==> src/rtl/pcmdm_pkg.sv <==
package pcmdm_pkg;

  // Fixed widths of the sample path
  localparam int unsigned SampleW = 16;
  localparam int unsigned CodeW   = 14;
  localparam int unsigned CountW  = 4;
  localparam int unsigned RemW    = 4;

  // Register indexes on the configuration port
  localparam logic RegFormat   = 1'b0;
  localparam logic RegChannels = 1'b1;

  // Sample format codes
  localparam logic FmtU8  = 1'b0;
  localparam logic FmtS16 = 1'b1;

  typedef enum logic [1:0] {
    ST_IDLE,
    ST_DIV,
    ST_ACC
  } pcmdm_state_e;

  // Settings the datapath works with
  typedef struct packed {
    logic              fmt;
    logic [CountW-1:0] chans;
  } pcmdm_cfg_t;

  // Controller to datapath
  typedef struct packed {
    logic load;
    logic step;
    logic acc;
  } pcmdm_cmd_t;

  // Datapath to controller
  typedef struct packed {
    logic div_last;
    logic frame_done;
  } pcmdm_status_t;

endpackage

==> src/rtl/pcm_downmix_to_dac_top.sv <==
// PCM channel downmix to DAC code.
// Input channel: sample_word_i with sample_word_valid_i / sample_word_ready_o
// carries interleaved channel samples, one per transaction. Output channel:
// dac_code_o with dac_code_valid_o / dac_code_ready_i carries one 14-bit code
// per completed frame of channel_count samples.
// Each sample goes from acceptance to the next ready through an accept step,
// a one-bit-per-cycle restoring divider, and a step that adds the term to the
// frame sum; that last step can hold, as below. The code of a frame is
// registered in the accumulate step after its last sample finishes dividing.
// A finished code waits in an output register; a new sample is accepted while
// it waits. If the receiver stalls and the next frame completes, the block
// holds in its accumulate step until the waiting code has been taken.
// Configuration: APB, sample_format at 0x0 (reset 1), channel_count at 0x4
// (reset 1, zero is taken as one channel, saturated to MAX_CHANNELS). Write only
// while idle. Reset clears the frame sum, the channel index and the output valid.
module pcm_downmix_to_dac_top
  import pcmdm_pkg::*;
#(
  parameter int unsigned MAX_CHANNELS = 8
) (
  input  logic               clk_i,
  input  logic               rst_ni,
  input  logic               psel,
  input  logic               penable,
  input  logic               pwrite,
  input  logic [2:0]         paddr,
  input  logic [31:0]        pwdata,
  output logic [31:0]        prdata,
  output logic               pready,
  input  logic [SampleW-1:0] sample_word_i,
  input  logic               sample_word_valid_i,
  output logic               sample_word_ready_o,
  output logic [CodeW-1:0]   dac_code_o,
  output logic               dac_code_valid_o,
  input  logic               dac_code_ready_i
);

  logic              fmt_q;
  logic [CountW-1:0] chans_q;
  logic              wr_en;
  logic [CountW-1:0] chans_eff;
  pcmdm_cfg_t        cfg;
  pcmdm_cmd_t        cmd;
  pcmdm_status_t     status;

  assign pready = 1'b1;
  assign wr_en  = psel && penable && pwrite;

  // Register writes, decoded on the word address
  always_ff @(posedge clk_i or negedge rst_ni) begin
    if (!rst_ni) begin
      fmt_q   <= FmtS16;
      chans_q <= 4'd1;
    end else if (wr_en) begin
      case (paddr[2])
        RegFormat:   fmt_q   <= pwdata[0];
        RegChannels: chans_q <= pwdata[CountW-1:0];
        default:     fmt_q   <= fmt_q;
      endcase
    end
  end

  // Read back
  always_comb begin
    case (paddr[2])
      RegFormat:   prdata = {31'd0, fmt_q};
      RegChannels: prdata = {28'd0, chans_q};
      default:     prdata = '0;
    endcase
  end

  // Clamp the channel count into one to MAX_CHANNELS
  always_comb begin
    chans_eff = chans_q;
    if (chans_q == '0) chans_eff = 4'd1;
    if (32'(chans_q) > MAX_CHANNELS) chans_eff = CountW'(MAX_CHANNELS);
  end

  assign cfg.fmt   = fmt_q;
  assign cfg.chans = chans_eff;

  pcmdm_ctrl u_ctrl (
    .clk_i       (clk_i),
    .rst_ni      (rst_ni),
    .in_valid_i  (sample_word_valid_i),
    .in_ready_o  (sample_word_ready_o),
    .out_valid_o (dac_code_valid_o),
    .out_ready_i (dac_code_ready_i),
    .status_i    (status),
    .cmd_o       (cmd)
  );

  pcmdm_datapath u_datapath (
    .clk_i    (clk_i),
    .rst_ni   (rst_ni),
    .cfg_i    (cfg),
    .sample_i (sample_word_i),
    .cmd_i    (cmd),
    .status_o (status),
    .code_o   (dac_code_o)
  );

  // A new code only comes out of an accumulate step
  assert property (@(posedge clk_i) disable iff (!rst_ni)
    $rose(dac_code_valid_o) |-> $past(cmd.acc))
    else $error("output valid rose without an accumulate step");

  // An accepted sample keeps the block busy in the next cycle
  assert property (@(posedge clk_i) disable iff (!rst_ni)
    sample_word_valid_i && sample_word_ready_o |=> !sample_word_ready_o)
    else $error("ready stayed high after an accepted sample");

  // Load, divide and accumulate never overlap
  assert property (@(posedge clk_i) disable iff (!rst_ni)
    $onehot0({cmd.load, cmd.step, cmd.acc}))
    else $error("overlapping datapath commands");

  // The divider runs only while no sample is being accepted
  assert property (@(posedge clk_i) disable iff (!rst_ni)
    cmd.step |-> !sample_word_ready_o)
    else $error("divider stepped while ready");

endmodule

==> src/rtl/pcmdm_ctrl.sv <==
module pcmdm_ctrl
  import pcmdm_pkg::*;
(
  input  logic          clk_i,
  input  logic          rst_ni,
  input  logic          in_valid_i,
  output logic          in_ready_o,
  output logic          out_valid_o,
  input  logic          out_ready_i,
  input  pcmdm_status_t status_i,
  output pcmdm_cmd_t    cmd_o
);

  pcmdm_state_e state_q, state_d;
  logic         out_valid_q, out_valid_d;
  logic         acc_go;

  // Accumulate unless a finished frame would overwrite a waiting result
  assign acc_go = !status_i.frame_done || !out_valid_q || out_ready_i;

  // Next state
  always_comb begin
    state_d = state_q;
    case (state_q)
      ST_IDLE: begin
        if (in_valid_i) state_d = ST_DIV;
      end
      ST_DIV: begin
        if (status_i.div_last) state_d = ST_ACC;
      end
      ST_ACC: begin
        if (acc_go) state_d = ST_IDLE;
      end
      default: state_d = ST_IDLE;
    endcase
  end

  // Commands and handshake outputs
  always_comb begin
    cmd_o       = '0;
    in_ready_o  = 1'b0;
    out_valid_d = out_valid_q && !out_ready_i;
    case (state_q)
      ST_IDLE: begin
        in_ready_o = 1'b1;
        cmd_o.load = in_valid_i;
      end
      ST_DIV: begin
        cmd_o.step = 1'b1;
      end
      ST_ACC: begin
        cmd_o.acc = acc_go;
        if (acc_go && status_i.frame_done) out_valid_d = 1'b1;
      end
      default: begin
        cmd_o = '0;
      end
    endcase
  end

  assign out_valid_o = out_valid_q;

  always_ff @(posedge clk_i or negedge rst_ni) begin
    if (!rst_ni) begin
      state_q     <= ST_IDLE;
      out_valid_q <= 1'b0;
    end else begin
      state_q     <= state_d;
      out_valid_q <= out_valid_d;
    end
  end

endmodule

==> src/rtl/pcmdm_datapath.sv <==
module pcmdm_datapath
  import pcmdm_pkg::*;
(
  input  logic               clk_i,
  input  logic               rst_ni,
  input  pcmdm_cfg_t         cfg_i,
  input  logic [SampleW-1:0] sample_i,
  input  pcmdm_cmd_t         cmd_i,
  output pcmdm_status_t      status_o,
  output logic [CodeW-1:0]   code_o
);

  logic [SampleW-1:0] dq_q;      // dividend shifting out, quotient shifting in
  logic [RemW-1:0]    rem_q;
  logic [CountW-1:0]  bit_q;
  logic [SampleW-1:0] sum_q, sum_d;
  logic [CountW-1:0]  idx_q;
  logic [CodeW-1:0]   code_q;

  logic [SampleW-1:0] dividend;
  logic [RemW:0]      trial;
  logic [RemW:0]      trial_sub;
  logic               qbit;
  logic [SampleW-1:0] term;
  logic [CountW:0]    idx_next;

  // Offset a signed sample to unsigned, or take the low byte
  assign dividend = (cfg_i.fmt == FmtU8) ? {8'h00, sample_i[7:0]}
                                         : (sample_i ^ 16'h8000);

  // One restoring division step
  assign trial     = {rem_q, dq_q[SampleW-1]};
  assign trial_sub = trial - {1'b0, cfg_i.chans};
  assign qbit      = (trial >= {1'b0, cfg_i.chans});

  always_ff @(posedge clk_i) begin
    if (cmd_i.load) begin
      dq_q  <= dividend;
      rem_q <= '0;
    end else if (cmd_i.step) begin
      dq_q  <= {dq_q[SampleW-2:0], qbit};
      rem_q <= qbit ? trial_sub[RemW-1:0] : trial[RemW-1:0];
    end
  end

  // Count division steps
  always_ff @(posedge clk_i or negedge rst_ni) begin
    if (!rst_ni) begin
      bit_q <= '0;
    end else if (cmd_i.load) begin
      bit_q <= '0;
    end else if (cmd_i.step) begin
      bit_q <= bit_q + 1'b1;
    end
  end

  assign status_o.div_last = (bit_q == {CountW{1'b1}});

  // Scale the quotient and add it to the frame sum
  assign term     = (cfg_i.fmt == FmtU8) ? {dq_q[7:0], 8'h00} : dq_q;
  assign sum_d    = sum_q + term;
  assign idx_next = {1'b0, idx_q} + 1'b1;

  assign status_o.frame_done = (idx_next >= {1'b0, cfg_i.chans});

  always_ff @(posedge clk_i or negedge rst_ni) begin
    if (!rst_ni) begin
      sum_q <= '0;
      idx_q <= '0;
    end else if (cmd_i.acc) begin
      if (status_o.frame_done) begin
        sum_q <= '0;
        idx_q <= '0;
      end else begin
        sum_q <= sum_d;
        idx_q <= idx_next[CountW-1:0];
      end
    end
  end

  // Hold the finished frame code for the output transaction
  always_ff @(posedge clk_i) begin
    if (cmd_i.acc && status_o.frame_done) code_q <= sum_d[SampleW-1:2];
  end

  assign code_o = code_q;

endmodule
==> config.mk <==
export PLATFORM = sky130hd
export DESIGN_NAME = pcm_downmix_to_dac_top
export DESIGN_NICKNAME = d
export VERILOG_FILES = /design/src/rtl/pcmdm_pkg.sv /design/src/rtl/pcm_downmix_to_dac_top.sv /design/src/rtl/pcmdm_ctrl.sv /design/src/rtl/pcmdm_datapath.sv
export SDC_FILE = /design/constraint.sdc
export NUM_CORES = 1
export LEC_CHECK = 0
export BUFFER_PORTS_ARGS = -buffer_cell sky130_fd_sc_hd__buf_2
export CORE_MARGIN = 1
export CORE_UTILIZATION = 40
export CTS_BUF_LIST = sky130_fd_sc_hd__clkbuf_16
export CTS_CLUSTER_SIZE = 10
export DETAILED_ROUTE_END_ITERATION = 10
export GPL_TIMING_DRIVEN = 0
export REMOVE_ABC_BUFFERS = 1
export SLEW_MARGIN = 15
export SYNTH_ARGS = -nofsm -noshare
export SYNTH_HDL_FRONTEND = slang
export SYNTH_HIERARCHICAL = 1
export SYNTH_SLANG_ARGS = --single-unit
==> constraint.sdc <==
create_clock -name clk_i -period 4.39 [get_ports clk_i]
set_input_delay 0.6585 -clock clk_i [delete_from_list [all_inputs] [get_ports clk_i]]
set_output_delay 0.6585 -clock clk_i [all_outputs]
set_load 0.02 [all_outputs]
**Word-level counts from Yosys, hierarchy flattened**

Cells that the tools add are included.
Widths: inputs -> output; s select.

- Bits in registers: 66
- Input bits: 58
- Output and inout bits: 49
- Logic and storage cells: 63

- Add/subtract/negate cells: 4
- Magnitude comparators: 3
- Equality and inequality tests: 6
- Mux-type cells: 22
- Bitwise operators: 2
- Reductions and logical operators: 16

Operators with widths:

| operator | count |
|---|---|
| $mux 16 | 5 |
| $pmux 32 s2 | 1 |
| $mux 4 | 6 |
| $add 16x16->16 | 1 |
| $ge 5x4->1 | 2 |
| $mux 1 | 6 |
| $mux 2 | 3 |
| $pmux 2 s3 | 1 |
| $add 4x1->5 const B | 1 |
| $logic_and 1x1->1 | 5 |
| $add 4x1->4 const B | 1 |
| $eq 4x4->1 const B | 1 |
| $gt 4x4->1 const B | 1 |
| $logic_not 4->1 | 1 |
| $ne 2x2->1 const B | 2 |
| $reduce_and 2->1 | 2 |
| $sub 4x4->4 | 1 |
| $logic_not 1->1 | 3 |
| $reduce_and 3->1 | 1 |
| $eq 2x1->1 const B | 1 |
| $eq 2x2->1 const B | 1 |
| $logic_not 2->1 | 1 |
| $logic_or 1x1->1 | 2 |
| $ne 2x1->1 const B | 1 |
| 2 further kinds | 3 |

**Logic depth before layout (Yosys ltp)**

- Word-level depth: 10
- Depth in mapped cells: 15
- Gate-level depth less buffers: 13

**Cells and area by module**

Netlist, hierarchy kept.

Modules (own cells, without submodules):

| module | instances | cells each | area each (µm²) | sequential area each (µm²) |
|---|---|---|---|---|
| pcmdm_datapath | 1 | 350 | 3638.5 | 1581.5 |
| pcm_downmix_to_dac_top | 1 | 52 | 494.2 | 127.6 |
| pcmdm_ctrl | 1 | 16 | 153.9 | 75.1 |

**Worst setup path after synthesis**

Ideal clock, no wire load.

- Kind: register to register
- From: register chans_q[0]
- To: register u_datapath.code_q[0] (netlist: u_datapath/code_o[0]), enable pin
- Library setup time: 384 ps
- Arrival time: 3196 ps
- Required time: 4006 ps
- Slack: 810 ps
- Cell stages (with the launch flop): 14
- Path buffers: 2
- Clock period less this slack: 3580 ps
- Cell sequence: dfstp_2 > o21ba_2 > nor2_1 > ha_1 > nand2b_4 > a211o_1 > a21oi_4 > inv_4 > nand3b_1 > nor2b_1 > clkbuf_1 > inv_1 > clkbuf_1 > nor2_1

RTL lines:

| item | line | source |
|---|---|---|
| start: declaration | pcm_downmix_to_dac_top.sv:39 | `logic [CountW-1:0] chans_q;` |
| start signal: assignment | pcm_downmix_to_dac_top.sv:57 | `RegChannels: chans_q <= pwdata[CountW-1:0];` |
| end signal: assignment | pcmdm_datapath.sv:83 | `if (cmd_i.acc && status_o.frame_done) code_q <= sum_d[SampleW-1:2];` |
| end: declaration | pcmdm_datapath.sv:18 | `logic [CodeW-1:0] code_q;` |

==> flow_metrics.tcl <==
set metrics [dict create \
    critPathLaunch "chans_q[0]" \
    reg2reg_setup_slack_ns 0.36 \
    p_per_area_nw_per_um2 685 \
    setup_violations 0 \
    globalRouteOverflowTotal 0 \
    synth_ff_type "edfxtp_1" \
    regToRegStartpoint "chans_q[0]" \
    grt_pass1_wl_um 14900 \
    gp_congestion 0.856 \
    drc 0 \
    root_buffer "clkbuf_16" \
    cp-start-kind "flip-flop" \
    rows 37 \
    path_cells "o21ba_2, nor2_1, ha_1, nand2b_4, a211o_1, a21oi_4, inv_4, nand3b_1, nor2b_4, inv_1, nor2_2" \
    die_width_um 106 \
    design.die.area_um2 11100 \
    synth.avg_cell_area_um2 10.3 \
    rsz0062_at_grt "false" \
    cp.depth 11 \
    crit_fanout 17 \
    yosysSeqAreaShare 0.416 \
    final_util 0.466 \
    synth_edf_count 30 \
    synthArstFlopShare 0.485 \
    holdBufCountCts 0 \
    end_kind "flip-flop" \
    start_util 0.413 \
    dr.first_iter.drc_count 135 \
    insertion_delay_ns 0.33 \
    p_leak_uw 0.00212 \
    grt_max_degree 33 \
    vdd_drop_max_v 0.000244 \
    crit_end "u_datapath/code_o[13]" \
    critical_path.top_delay_family "simple AND/OR/NAND/NOR gates" \
    dp_hpwl_um 6630 \
    max_slew.worst_pin.slew_ns 1.10 \
    min_period_over_period 0.919 \
    syn_area_um2 4290 \
    fin_hold_ws_ns 0.411 \
    antenna_left 0 \
    grt_use_total 0.173 \
    cp_data_required_time_ns 4.35 \
    worstPathArrival_ns 4.00 \
    layout_common_cells "47 x buf_2, 33 x inv_1, 30 x dfrtp_1, 30 x edfxtp_1, 29 x conb_1" \
    run_status "finished, final reports clean" \
    period_needed_ns 4.03 \
    critPathBufInv 2 \
    antenna_cells 0 \
    fillers 995 \
    grt_pass1_vias 3147 \
    slew-limit-headroom 0.264 \
    route.detailed.wl_per_inst_um 14.9 \
    area_growth_syn_to_layout_pct 12.8 \
    finalHoldViolCount 0 \
    place_worst_setup_slack_ns -0.343 \
    synth_cells 418 \
    reg2regPathDepth 11 \
    yosys_warnings 6 \
    synth_cell_types 64 \
    drive_above_1_share 0.218 \
    path_class "reg -> reg" \
    final_common_cell "buf_2" \
    fin_tns_setup_ns 0 \
    core_area_um2 10400 \
    finClkSkew_ns 0.00737 \
    ys_ff_latch 66 \
    max_cap_viol_count 0 \
    hp-class "in -> async" \
    numClockSinks 66 \
    vias_per_cell 5.19 \
    die_y_um 106 \
    fin_ws_ns 0.356 \
    worstReg2RegEnd "u_datapath/code_o[13]" \
    worst_path_largest_cell_delay_ns 0.70 \
    fmax_mhz 248 \
    first_pass_iters 4 \
    finalWirelength_um 8970 \
    h-tree-depth 3 \
    numCtsBuffers 9 \
    cts_max_path_buffers 2 \
    portBuffers 47 \
    clkTransAtPathRegs_ns 0.05 \
    antenna_found_initial 0 \
    ios 107 \
    cts_tree "yes" \
    power.total_uw 3310 \
    finalMaxSlewViolations 0 \
    vias 3136 \
    crit_path_top_delay_cell "nor2_2" \
    fin_nets 548 \
]
## synth_stat cells (5+ instances only)
cell / n / area (um2)
buf_4: 30 / 225
dfrtp_1: 30 / 751
edfxtp_1: 30 / 901
inv_1: 30 / 113
nand2_1: 28 / 105
ha_1: 25 / 313
mux2_2: 22 / 248
o21ai_0: 22 / 110
a21oi_1: 20 / 100
nor2_1: 17 / 63.8
xnor2_1: 13 / 114
and2_1: 12 / 75.1
clkbuf_1: 10 / 37.5
o21a_1: 10 / 75.1
a21o_1: 7 / 52.6
nand2b_1: 7 / 43.8
o221ai_1: 6 / 52.6
or3_1: 6 / 37.5
xor2_1: 6 / 52.6
o2bb2ai_1: 5 / 43.8
## logic make-up after synthesis
logic type,share of synthesized area
xor+xnor,0.0388
fa+ha+maj,0.0823
compound gates,0.182
flops,0.416
mux,0.0648
other cells,0.00175
buf+inv,0.0925
simple gates,0.121
## where the power goes
part | internal, uW | switching, uW | leakage (uW)
registers | 937 | 148 | 0.000737
logic | 661 | 885 | 0.00123
clock network | 428 | 251 | 0.000148
total | 2030 | 1280 | 0.00212
## flip-flops by register name, summed over array words and instances (netlist names)
| register | count |
|---|---|
| chans_q | 4 |
| u_datapath/code_o | 14 |
| u_ctrl/state_q | 2 |
| u_datapath/sum_q | 16 |
| u_datapath/bit_q | 4 |
| fmt_q | 1 |
| u_datapath/rem_q | 4 |
| u_datapath/idx_q | 4 |
| u_ctrl/out_valid_o | 1 |
| u_datapath/dq_q | 16 |
## routing by layer
| layer | vias up | wire length (um) | global-route usage |
|---|---|---|---|
| met5 | - | 0 | 0 |
| met3 | 18 | 384 | 0.0322 |
| met1 | 1489 | 4310 | 0.223 |
| met4 | 0 | 204 | 0.0833 |
| li1 | 1537 | - | - |
| met2 | 92 | 4070 | 0.278 |
## per-stage QoR
step | instances | cell area [um2]
2_1_floorplan | 402 | 4110
3_3_place_gp | 585 | 4520
3_5_place_dp | 585 | 4520
4_1_cts | 601 | 4810
5_1_grt | 604 | 4830
6_report | 604 | 4830
## final cells by class
cell class	instances	area (um2)	area share
timing repair buffer	50	258	0.0533
inverter	31	119	0.0246
clock inverter	7	53.8	0.0111
sequential	66	1780	0.369
multi-input combinational	305	2220	0.460
clock buffer	9	225	0.0466
tap	136	170	0.0352
## worst min-delay path by stage
stage / start / end / slack [ns] / depth (start not counted)
final: rst_ni / u_datapath/sum_q[2] / 0.41 / 1
after global routing: rst_ni / u_datapath/sum_q[8] / 0.47 / 1
after CTS: rst_ni / u_datapath/sum_q[1] / 0.44 / 1
after detailed placement: u_datapath/rem_q[3] / u_datapath/rem_q[3] / 0.47 / 2
after global placement: u_datapath/rem_q[3] / u_datapath/rem_q[3] / 0.45 / 2
after floorplan: rst_ni / chans_q[1] / 0.36 / 0
## timing repair
| action | 4_1_cts | 5_1_grt |
|---|---|---|
| pin swaps | 0 | 1 |
| buffers inserted | 0 | 3 |
| gates resized for setup | 3 | 0 |
| setup endpoints to repair | 24 | 2 |
Power figures use the tool's default switching activity.
